`src/rtl/srpc_pkg.sv`:
```
// Shared types and constants of the response packet classifier.
`default_nettype none

package srpc_pkg;

    // Byte counter width; the count saturates at its top value
    localparam int CNT_W = 5;

    // Header codes
    localparam logic [7:0] HDR_OK  = 8'h00;
    localparam logic [7:0] HDR_EOF = 8'hfe;
    localparam logic [7:0] HDR_ERR = 8'hff;

    // Length-encoded integer prefixes
    localparam logic [7:0] LENC_2B     = 8'hfc;
    localparam logic [7:0] LENC_3B     = 8'hfd;
    localparam logic [7:0] LENC_8B     = 8'hfe;
    localparam logic [7:0] LENC_MAX_1B = 8'd251;

    // Bit of the more-results flag in a status byte
    localparam int MORE_BIT = 3;

    // Byte positions and packet lengths
    localparam logic [CNT_W-1:0] COUNT_MAX       = 5'd31;
    localparam logic [CNT_W-1:0] POS_EOF_STATUS  = 5'd3;
    localparam logic [CNT_W-1:0] POS_NINTH       = 5'd9;
    localparam logic [CNT_W-1:0] LEN_EOF_V41     = 5'd5;
    localparam logic [CNT_W-1:0] LEN_EOF_OLD     = 5'd1;
    localparam logic [CNT_W-1:0] LEN_OK_V41_MIN  = 5'd7;
    localparam logic [CNT_W-1:0] LEN_OK_OLD_MIN  = 5'd3;
    localparam logic [CNT_W-1:0] LEN_SHORT_LIM   = 5'd9;
    localparam logic [CNT_W-1:0] LEN_ERR_ABOVE   = 5'd3;
    localparam logic [CNT_W-1:0] LEN_LENC_8B     = 5'd9;
    localparam logic [CNT_W-1:0] LEN_LENC_3B     = 5'd4;
    localparam logic [CNT_W-1:0] LEN_LENC_2B     = 5'd3;
    localparam logic [CNT_W-1:0] LEN_LENC_1B     = 5'd1;
    localparam logic [CNT_W-1:0] LEN_PREPARE     = 5'd12;

    // Depth of the queue between front and back
    localparam int QUEUE_DEPTH = 2;

    // Parser phase after an OK header
    typedef enum logic [1:0] {
        PH_FIRST,
        PH_SECOND,
        PH_STATUS,
        PH_DONE
    } lenc_phase_t;

    // Per-packet classification handed from front to back
    typedef struct packed {
        logic eof_v41;
        logic eof_old;
        logic ok_v41;
        logic ok_old;
        logic err;
        logic lenc_int;
        logic prepare_ok;
        logic more;
    } cls_rec_t;

endpackage

`default_nettype wire

```
`src/rtl/srpc_front.sv`:
```
// Front part: per-byte packet state, parser and classification on the last byte.
`default_nettype none

module srpc_front (
    input  logic               clk,
    input  logic               rst_n,
    input  logic               accept,
    input  logic [7:0]         data_byte,
    input  logic               last_byte,
    output logic               push,
    output srpc_pkg::cls_rec_t push_rec
);
    import srpc_pkg::*;

    logic [CNT_W-1:0] count_reg, count_next;
    logic [7:0]       hdr_reg, hdr_next;
    logic [7:0]       third_reg, third_next;
    logic [7:0]       ninth_reg, ninth_next;
    lenc_phase_t      phase_reg, phase_next;
    logic [3:0]       rem_reg, rem_next;
    logic [7:0]       status_reg, status_next;
    logic             seen_reg, seen_next;
    logic             parse_step;
    logic             eof_any;

    // Value bytes that follow a length-encoded prefix
    function automatic logic [3:0] lenc_skip(input logic [7:0] b);
        logic [3:0] r;
        case (b)
            LENC_2B: r = 4'd2;
            LENC_3B: r = 4'd3;
            LENC_8B: r = 4'd8;
            default: r = 4'd0;
        endcase
        return r;
    endfunction

    // Parser runs on every byte after the header; it advances once no skip is pending
    assign parse_step = (count_reg != '0) && (rem_reg == '0);

    // Parser next phase
    always_comb
    begin
        phase_next = phase_reg;
        if (parse_step)
        begin
            case (phase_reg)
                PH_FIRST:  phase_next = PH_SECOND;
                PH_SECOND: phase_next = PH_STATUS;
                PH_STATUS: phase_next = PH_DONE;
                PH_DONE:   phase_next = PH_DONE;
                default:   phase_next = PH_FIRST;
            endcase
        end
    end

    // Parser actions: skip count and status capture
    always_comb
    begin
        rem_next    = rem_reg;
        status_next = status_reg;
        seen_next   = seen_reg;
        if (count_reg != '0)
        begin
            if (rem_reg != '0)
            begin
                rem_next = rem_reg - 4'd1;
            end
            else if (phase_reg inside {PH_FIRST, PH_SECOND})
            begin
                rem_next = lenc_skip(data_byte);
            end
            else if (phase_reg == PH_STATUS)
            begin
                status_next = data_byte;
                seen_next   = 1'b1;
            end
        end
    end

    // Captured bytes and saturating length
    always_comb
    begin
        hdr_next   = (count_reg == '0) ? data_byte : hdr_reg;
        third_next = (count_reg == POS_EOF_STATUS) ? data_byte : third_reg;
        ninth_next = (count_reg == POS_NINTH) ? data_byte : ninth_reg;
        count_next = (count_reg == COUNT_MAX) ? count_reg : count_reg + 1'b1;
    end

    // Classification from the state including the current byte
    always_comb
    begin
        push_rec.eof_v41 = (hdr_next == HDR_EOF) && (count_next == LEN_EOF_V41);
        push_rec.eof_old = (hdr_next == HDR_EOF) && (count_next == LEN_EOF_OLD);
        eof_any          = push_rec.eof_v41 || push_rec.eof_old;
        push_rec.ok_v41  = ((hdr_next == HDR_OK) && (count_next >= LEN_OK_V41_MIN))
                        || ((hdr_next == HDR_EOF) && (count_next < LEN_SHORT_LIM) && !eof_any);
        push_rec.ok_old  = (hdr_next == HDR_OK) && (count_next >= LEN_OK_OLD_MIN);
        push_rec.err     = (hdr_next == HDR_ERR) && (count_next > LEN_ERR_ABOVE);
        case (hdr_next)
            LENC_8B: push_rec.lenc_int = (count_next == LEN_LENC_8B);
            LENC_3B: push_rec.lenc_int = (count_next == LEN_LENC_3B);
            LENC_2B: push_rec.lenc_int = (count_next == LEN_LENC_2B);
            default: push_rec.lenc_int = (count_next == LEN_LENC_1B)
                                      && (hdr_next < LENC_MAX_1B);
        endcase
        push_rec.prepare_ok = (count_next == LEN_PREPARE) && (hdr_next == HDR_OK)
                           && (ninth_next == 8'h00);
        if (push_rec.ok_v41)
            push_rec.more = seen_next && status_next[MORE_BIT];
        else if (push_rec.eof_v41)
            push_rec.more = third_next[MORE_BIT];
        else
            push_rec.more = 1'b0;
    end

    assign push = accept && last_byte;

    // Packet state; cleared after the last byte
    always_ff @(posedge clk or negedge rst_n)
    begin
        if (!rst_n)
        begin
            count_reg  <= '0;
            hdr_reg    <= '0;
            third_reg  <= '0;
            ninth_reg  <= '0;
            phase_reg  <= PH_FIRST;
            rem_reg    <= '0;
            status_reg <= '0;
            seen_reg   <= 1'b0;
        end
        else if (accept)
        begin
            if (last_byte)
            begin
                count_reg  <= '0;
                hdr_reg    <= '0;
                third_reg  <= '0;
                ninth_reg  <= '0;
                phase_reg  <= PH_FIRST;
                rem_reg    <= '0;
                status_reg <= '0;
                seen_reg   <= 1'b0;
            end
            else
            begin
                count_reg  <= count_next;
                hdr_reg    <= hdr_next;
                third_reg  <= third_next;
                ninth_reg  <= ninth_next;
                phase_reg  <= phase_next;
                rem_reg    <= rem_next;
                status_reg <= status_next;
                seen_reg   <= seen_next;
            end
        end
    end

endmodule

`default_nettype wire

```
`src/rtl/srpc_queue.sv`:
```
// Short queue of classification records between front and back.
`default_nettype none

module srpc_queue #(
    parameter int DEPTH = srpc_pkg::QUEUE_DEPTH
) (
    input  logic               clk,
    input  logic               rst_n,
    input  logic               push,
    input  srpc_pkg::cls_rec_t push_rec,
    input  logic               pop,
    output logic               full,
    output logic               not_empty,
    output srpc_pkg::cls_rec_t head_rec
);
    import srpc_pkg::*;

    localparam int IDX_W = (DEPTH > 1) ? $clog2(DEPTH) : 1;
    localparam int CNT_QW = $clog2(DEPTH + 1);
    localparam logic [IDX_W-1:0]  LAST_IDX = IDX_W'(DEPTH - 1);
    localparam logic [CNT_QW-1:0] FULL_CNT = CNT_QW'(DEPTH);

    cls_rec_t           slot_reg [DEPTH];
    logic [IDX_W-1:0]   wr_ptr_reg, rd_ptr_reg;
    logic [CNT_QW-1:0]  cnt_reg;
    logic               do_push, do_pop;

    assign full      = (cnt_reg == FULL_CNT);
    assign not_empty = (cnt_reg != '0);
    assign do_push   = push && !full;
    assign do_pop    = pop && not_empty;
    assign head_rec  = slot_reg[rd_ptr_reg];

    // Record storage
    always_ff @(posedge clk)
    begin
        if (do_push)
            slot_reg[wr_ptr_reg] <= push_rec;
    end

    // Pointers and fill count
    always_ff @(posedge clk or negedge rst_n)
    begin
        if (!rst_n)
        begin
            wr_ptr_reg <= '0;
            rd_ptr_reg <= '0;
            cnt_reg    <= '0;
        end
        else
        begin
            if (do_push)
                wr_ptr_reg <= (wr_ptr_reg == LAST_IDX) ? '0 : wr_ptr_reg + 1'b1;
            if (do_pop)
                rd_ptr_reg <= (rd_ptr_reg == LAST_IDX) ? '0 : rd_ptr_reg + 1'b1;
            if (do_push && !do_pop)
                cnt_reg <= cnt_reg + 1'b1;
            else if (do_pop && !do_push)
                cnt_reg <= cnt_reg - 1'b1;
        end
    end

endmodule

`default_nettype wire

```
`src/rtl/srpc_back.sv`:
```
// Back part: mode register, final flags and the output register.
`default_nettype none

module srpc_back (
    input  logic               clk,
    input  logic               rst_n,
    input  logic               cfg_we,
    input  logic               cfg_data,
    input  logic               rec_valid,
    input  srpc_pkg::cls_rec_t rec,
    output logic               pop,
    input  logic               out_stall,
    output logic               out_valid,
    output logic               is_eof_v41,
    output logic               is_eof_old,
    output logic               is_ok_v41,
    output logic               is_ok_old,
    output logic               is_err,
    output logic               is_lenc_int,
    output logic               is_column_def,
    output logic               is_resultset_row,
    output logic               is_prepare_ok,
    output logic               more_results
);
    import srpc_pkg::*;

    logic     deprecate_eof_reg;
    logic     valid_reg;
    cls_rec_t rec_reg;
    logic     coldef_reg, row_reg;
    logic     eof_any, ok_any;
    logic     coldef_next, row_next;

    // Take a record when the output register is free or being emptied
    assign pop = rec_valid && (!valid_reg || !out_stall);

    // Flags that depend on the whole class set and on the mode
    always_comb
    begin
        eof_any     = rec.eof_v41 || rec.eof_old;
        ok_any      = rec.ok_v41 || rec.ok_old;
        coldef_next = !(eof_any || ok_any || rec.err);
        row_next    = (deprecate_eof_reg ? !ok_any : !eof_any) && !rec.err;
    end

    // Mode register
    always_ff @(posedge clk or negedge rst_n)
    begin
        if (!rst_n)
            deprecate_eof_reg <= 1'b0;
        else if (cfg_we)
            deprecate_eof_reg <= cfg_data;
    end

    // Output valid
    always_ff @(posedge clk or negedge rst_n)
    begin
        if (!rst_n)
            valid_reg <= 1'b0;
        else if (pop)
            valid_reg <= 1'b1;
        else if (!out_stall)
            valid_reg <= 1'b0;
    end

    // Output payload
    always_ff @(posedge clk)
    begin
        if (pop)
        begin
            rec_reg    <= rec;
            coldef_reg <= coldef_next;
            row_reg    <= row_next;
        end
    end

    assign out_valid        = valid_reg;
    assign is_eof_v41       = rec_reg.eof_v41;
    assign is_eof_old       = rec_reg.eof_old;
    assign is_ok_v41        = rec_reg.ok_v41;
    assign is_ok_old        = rec_reg.ok_old;
    assign is_err           = rec_reg.err;
    assign is_lenc_int      = rec_reg.lenc_int;
    assign is_column_def    = coldef_reg;
    assign is_resultset_row = row_reg;
    assign is_prepare_ok    = rec_reg.prepare_ok;
    assign more_results     = rec_reg.more;

endmodule

`default_nettype wire

```
`src/rtl/sql_response_packet_classifier.sv`:
```
// Top level of the SQL response packet classifier.
//
//  Channel   Handshake              Payload
//  -------   ---------------------  -------------------------------------------
//  in        in_valid / in_stall    data_byte, last_byte
//  out       out_valid / out_stall  is_eof_v41 ... more_results (10 flags)
//  cfg       cfg_valid / cfg_ready  eof_deprecated
//
//  One byte is taken every cycle while in_stall is low; a byte with last_byte set
//  produces one result. The edge that takes its last byte writes the record into
//  the queue; the output register loads it from there once free or being emptied.
//  in_stall rises only when the record queue is full, i.e. after out_stall has
//  held back the output register long enough. cfg_ready is always high.
//  Reset clears the packet state, the queue and the mode bit; no clearing pass.
`default_nettype none

module sql_response_packet_classifier #(
    parameter int QUEUE_DEPTH = srpc_pkg::QUEUE_DEPTH
) (
    input  logic       clk,
    input  logic       rst_n,
    input  logic       in_valid,
    output logic       in_stall,
    input  logic [7:0] data_byte,
    input  logic       last_byte,
    input  logic       cfg_valid,
    output logic       cfg_ready,
    input  logic       eof_deprecated,
    output logic       out_valid,
    input  logic       out_stall,
    output logic       is_eof_v41,
    output logic       is_eof_old,
    output logic       is_ok_v41,
    output logic       is_ok_old,
    output logic       is_err,
    output logic       is_lenc_int,
    output logic       is_column_def,
    output logic       is_resultset_row,
    output logic       is_prepare_ok,
    output logic       more_results
);
    import srpc_pkg::*;

    logic     in_accept;
    logic     push, pop;
    logic     q_full, q_not_empty;
    cls_rec_t push_rec, head_rec;

    assign in_stall  = q_full;
    assign in_accept = in_valid && !q_full;
    assign cfg_ready = 1'b1;

    srpc_front u_front (
        .clk       (clk),
        .rst_n     (rst_n),
        .accept    (in_accept),
        .data_byte (data_byte),
        .last_byte (last_byte),
        .push      (push),
        .push_rec  (push_rec)
    );

    srpc_queue #(
        .DEPTH (QUEUE_DEPTH)
    ) u_queue (
        .clk       (clk),
        .rst_n     (rst_n),
        .push      (push),
        .push_rec  (push_rec),
        .pop       (pop),
        .full      (q_full),
        .not_empty (q_not_empty),
        .head_rec  (head_rec)
    );

    srpc_back u_back (
        .clk              (clk),
        .rst_n            (rst_n),
        .cfg_we           (cfg_valid && cfg_ready),
        .cfg_data         (eof_deprecated),
        .rec_valid        (q_not_empty),
        .rec              (head_rec),
        .pop              (pop),
        .out_stall        (out_stall),
        .out_valid        (out_valid),
        .is_eof_v41       (is_eof_v41),
        .is_eof_old       (is_eof_old),
        .is_ok_v41        (is_ok_v41),
        .is_ok_old        (is_ok_old),
        .is_err           (is_err),
        .is_lenc_int      (is_lenc_int),
        .is_column_def    (is_column_def),
        .is_resultset_row (is_resultset_row),
        .is_prepare_ok    (is_prepare_ok),
        .more_results     (more_results)
    );

endmodule

`default_nettype wire

```
`config.mk`:
```
export PLATFORM = sky130hd
export DESIGN_NAME = sql_response_packet_classifier
export DESIGN_NICKNAME = d
export VERILOG_FILES = /design/src/rtl/srpc_pkg.sv /design/src/rtl/srpc_front.sv /design/src/rtl/srpc_queue.sv /design/src/rtl/srpc_back.sv /design/src/rtl/sql_response_packet_classifier.sv
export SDC_FILE = /design/constraint.sdc
export NUM_CORES = 1
export LEC_CHECK = 0
export BUFFER_PORTS_ARGS = -buffer_cell sky130_fd_sc_hd__clkbuf_2
export CORE_MARGIN = 3
export CORE_UTILIZATION = 55
export DETAILED_ROUTE_END_ITERATION = 8
export PLACE_DENSITY = 0.74
export SLEW_MARGIN = 20
export SYNTH_ARGS = -nofsm -noshare
export SYNTH_HDL_FRONTEND = slang
export SYNTH_SLANG_ARGS = --single-unit
```
`constraint.sdc`:
```
create_clock -name clk -period 3.6 [get_ports clk]
set_input_delay 0.36 -clock clk [delete_from_list [all_inputs] [get_ports clk]]
set_output_delay 0.36 -clock clk [all_outputs]
set_load 0.05 [all_outputs]
```
## Word-level counts from Yosys, hierarchy flattened

Memories as Yosys holds them, arrays and structs flattened.
Index checks and enable logic that the tools add are counted.

- Register bits after elaboration: 46
- RAM bits: 16
- Input bits: 15
- ROM bits: 0
- Bits in latches: 0
- Memories kept: 1

- Equal/unequal tests: 21
- Add/subtract/negate cells: 6
- Reduce and logical (&&, ||, !) cells: 53
- Shift-type cells: 0
- Multiply operators: 0
- Mux-type cells: 38
- Magnitude comparators: 5
- Bitwise gates (word level): 0
- Divide/modulo/power cells: 0

Memories:

| memory | depth | bits a word | read ports | clocked after memory_dff | write ports | RTL line | RTL |
|---|---|---|---|---|---|---|---|
| u_queue.slot_reg | 2 | 8 | 1 | 0 | 1 | srpc_queue.sv:23 | `cls_rec_t slot_reg [DEPTH];` |

Operator list:

| kind | count |
|---|---|
| $eq A8 B8 Y1 const B | 7 |
| $mux W4 | 11 |
| $mux W8 | 4 |
| $logic_and A1 B1 Y1 | 20 |
| $logic_not A8 Y1 | 2 |
| $eq A5 B4 Y1 const B | 3 |
| $mux W1 | 14 |
| $pmux W4 S3 | 1 |
| $eq A5 B2 Y1 const B | 2 |
| $eq A5 B3 Y1 const B | 2 |
| $logic_not A1 Y1 | 10 |
| $mux W5 | 2 |
| $reduce_bool A2 Y1 | 5 |
| $lt A8 B8 Y1 const B | 1 |
| $mux W2 | 4 |
| $logic_or A1 B1 Y1 | 7 |
| $eq A2 B2 Y1 const B | 3 |
| $pmux W2 S3 | 1 |
| $add A5 B1 Y5 const B | 1 |
| $eq A5 B1 Y1 const B | 1 |
| $eq A5 B5 Y1 const B | 1 |
| $ge A5 B2 Y1 const B | 1 |
| $ge A5 B3 Y1 const B | 1 |
| $gt A5 B2 Y1 const B | 1 |
| 17 further kinds | 18 |

## Logic depth before layout (Yosys ltp)

- Depth in word-level cells: 9
- Mapped depth: 9
- Mapped depth without buffers: 8

## Cells and area by module

Synthesis repeated with hierarchy kept, for this count alone.

- Cell total of the unflattened synthesis: 295
- Area, all modules: 3266.9 µm²

Modules (own cells, without submodules):

| module | area an instance (µm²) | cells each | instances |
|---|---|---|---|
| srpc_front | 2052.0 | 229 | 1 |
| srpc_queue | 783.3 | 44 | 1 |
| srpc_back | 406.6 | 19 | 1 |
| sql_response_packet_classifier | 25.0 | 3 | 1 |

## Worst setup path after synthesis

OpenSTA, ideal clock, no wires.

- Path kind: reg-to-reg
- Start: reg u_front.count_reg[0]
- End: mem u_queue.slot_reg[0][2] (netlist bit) (data pin)
- Arrival: 2.034 ns
- Period minus slack after synthesis: 2.297 ns
- Stages on the path, launching flop included: 10
- Slack: 1.303 ns
- Path buffers: 2
- Library setup time: 0.263 ns
- Cells stage by stage: dfrtp_1 clkbuf_1 inv_1 ha_1 or4b_4 buf_6 nor3_2 a211oi_1 o211ai_1 o21ai_2

RTL lines:

| element | RTL line | RTL |
|---|---|---|
| start: declaration | srpc_front.sv:15 | `logic [CNT_W-1:0] count_reg, count_next;` |
| start signal: assignment | srpc_front.sv:148 | `count_reg <= count_next;` |
| end: declaration | srpc_queue.sv:23 |  |

==> metrics.txt <==
Hold Crit Class in -> async; Async SR Flop Fraction approximately three fifths; CTS buffer count 9; # Max-Cap Violations 0; layout cells sized above 1 19.3%; leakage power 1.45 nW; # DRC 0; Mapped Nets roughly 330; Worst EP arrival 2.74 ns; commonest cells after routing, fill and taps aside dfrtp_1 (36), nand2_1 (32), clkbuf_2 (26), edfxtp_1 (26), nor2_1 (25); Vias 2507; WHS 0.154 ns; Avg Synthesized Cell Area 10.6 µm²; Setup Viol. Count Final 0; worst-case reg-to-reg path depth 8; Post-CTS Resized 0; Congestion Overflow GR 0; PD cells 839 mW/mm²; RSZ-0062 raised after global routing no; Post-synth EDFFs 26; clock net sink count between 60 and 70; Critical R2R Capture u_queue.slot_reg[1][0]; Seq cells post-synth 62; initial DRC count roughly 270; Largest register FFs 16; Vias/cell ~6.1; Placer Congestion between 0.8 and 0.9; synthesized cell area 0.00329 mm²; met3 WL 439 µm; antenna violations before repair 0; area of the multi-input gates 0.00149 mm²; DP Area roughly 0.0034 mm²; Slew HR 37.4%; Startpoint Class register; worst-skew pair later-pin latency about 0.34 ns; Starting Density 58.3%; cts hold-fix bufs 0; CTS tree built; All-Layer GR Usage a little over a fifth; WL final 7.01 mm; row count 27; num ports 28; drt pass-1 iters 4; die extent in x 83.3 µm; final design area excluding fillers 0.00362 mm²; total length of routed met2 wires 3.38 mm; Layout Nets 352; Final Max Tran Viols 0; largest net degree at the start of global routing 37; Core Footprint approximately 0.0056 mm²; Power, Total 3.04 mW; Max Root-Sink Buffers 2; clock-pin transition on the worst setup and hold timing paths 0.07 ns; R2R Path Start u_front.count_reg[0]; Final min period 2.54 ns; Worst VDD drop 0.408 mV; Crit. End Element register; Worst Path Required 3.81 ns; Core Util, Final 64.2%; Critical Path Start u_front.count_reg[0]; FMAX roughly 400 MHz; Top Layer Used met4; wl on met1 between 3 and 4 mm; die area 0.00694 mm²; Primary FF master, synth dfrtp_1; Synth Instances ~310; Seq/Total Area, Yosys 51.1%; worst reg2reg setup slack 1.06 ns; crit share post-route 70.5%; Post-CTS Setup Inserts 0; Register Area roughly 0.0017 mm²; port bufs 26; Yosys warnings 0; n_diodes 0; vias in the first global route 2367; H-tree depth 3; area grow syn2layout 10.1%; first-pass GRT wire length 11.8 mm; Die H around 83 µm; Slew @ Worst Pin 0.940 ns; ANT nets after route 0; most common cell after layout, fill and taps aside dfrtp_1; Max FO, Critical Path 13; Setup CP Type reg -> reg; # fillers roughly 460; total negative slack 0 ns; outcome completed; estimated wirelength of the detail-placed design 4.98 mm; Hold Vio Cnt, Final 0; Setup Skew 0.00698 ns; clock root buffer clkbuf_8; synth unique cells 65; Avg WL per Cell roughly 17 µm
==> cell families (layout without fill, tap and decap cells) <==
family / count (synthesis) / after routing / synth area share, %
mux: 11 / 11 / 3.73
simple gates: 115 / 115 / 20.0
fa+ha+maj: 6 / 6 / 2.28
compound gates: 82 / 82 / 17.2
xor+xnor: 7 / 7 / 1.86
buf+inv: 27 / 52 / 3.69
other cells: 1 / 1 / 0.114
flops: 62 / 62 / 51.1
==> cell type report <==
class,instances,area share (%)
clock buffer,11,3.90
tap,72,2.49
clock inverter,5,1.38
multi-input combinational,222,41.1
sequential,62,46.4
inverter,9,0.933
timing repair buffer,27,3.80
==> layer usage <==
| layer | vias up | GRT usage [%] |
|---|---|---|
| met1 | 1197 | 28.4 |
| met2 | 80 | 34.4 |
| met3 | 13 | 5.16 |
| met5 | - | 0 |
| li1 | 1217 | - |
| met4 | 0 | 7.28 |
==> through the flow <==
stage	worst slack [ns]	std cells
after floorplan	1.30	311
after global placement	1.23	392
after detailed placement	1.13	392
after CTS	1.10	408
after global routing	0.908	408
final	1.06	408
==> critical path, cell delays in order (launching register included) <==
cell and delay [ns]:
dfrtp_1 0.54, inv_1 0.16, ha_1 0.24, nor4b_1 0.14, buf_4 0.20, nor4b_1 0.54, nor2_2 0.13, nor4_2 0.33
a21o_1 0.13
==> Yosys cell counts (2+ instances only) <==
cell / count / area [µm²]
a211oi_1: 3 / 22.5
a21o_1: 3 / 22.5
a21oi_1: 11 / 55.1
a22o_1: 11 / 96.3
a22oi_1: 9 / 67.6
a2bb2oi_1: 2 / 17.5
a31oi_1: 3 / 18.8
and3_1: 3 / 18.8
buf_6: 2 / 22.5
clkbuf_1: 13 / 48.8
dfrtp_1: 36 / 901
edfxtp_1: 26 / 781
ha_1: 6 / 75.1
inv_1: 9 / 33.8
mux2_2: 10 / 113
nand2_1: 32 / 120
nand2b_1: 3 / 18.8
nand3_1: 8 / 40.0
nand3b_1: 2 / 15.0
nand4_1: 5 / 31.3
nor2_1: 25 / 93.8
nor3_1: 6 / 30.0
nor3_2: 2 / 20.0
nor3b_1: 2 / 15.0
nor4_1: 3 / 18.8
nor4_2: 2 / 25.0
nor4b_1: 6 / 52.6
o211ai_1: 2 / 15.0
o21a_1: 2 / 15.0
o21ai_0: 17 / 85.1
o21ai_1: 4 / 20.0
o21ai_2: 2 / 17.5
o41ai_1: 2 / 17.5
or2_2: 2 / 12.5
or4_1: 2 / 15.0
xnor2_1: 4 / 35.0
xor2_1: 3 / 26.3
==> where the power goes <==
group | total, mW | internal, mW | switching, mW | leakage [nW]
Sequential | 1.17 | 0.976 | 0.193 | 0.721
Clock | 0.593 | 0.333 | 0.261 | 0.0944
Combinational | 1.28 | 0.457 | 0.818 | 0.634
Total | 3.04 | 1.77 | 1.27 | 1.45
==> worst max path at each step <==
| stage | slack [ns] | cells past startpoint | end |
|---|---|---|---|
| after floorplan | 1.30 | 9 | u_queue.slot_reg[0][2] |
| after global placement | 1.23 | 5 | u_queue.slot_reg[0][0] |
| after detailed placement | 1.13 | 8 | u_queue.slot_reg[1][0] |
| after CTS | 1.10 | 8 | u_queue.slot_reg[0][0] |
| after global routing | 0.91 | 8 | u_queue.slot_reg[1][0] |
| final | 1.06 | 8 | u_queue.slot_reg[1][0] |
Note: power is estimated with default switching activity, not from simulation.
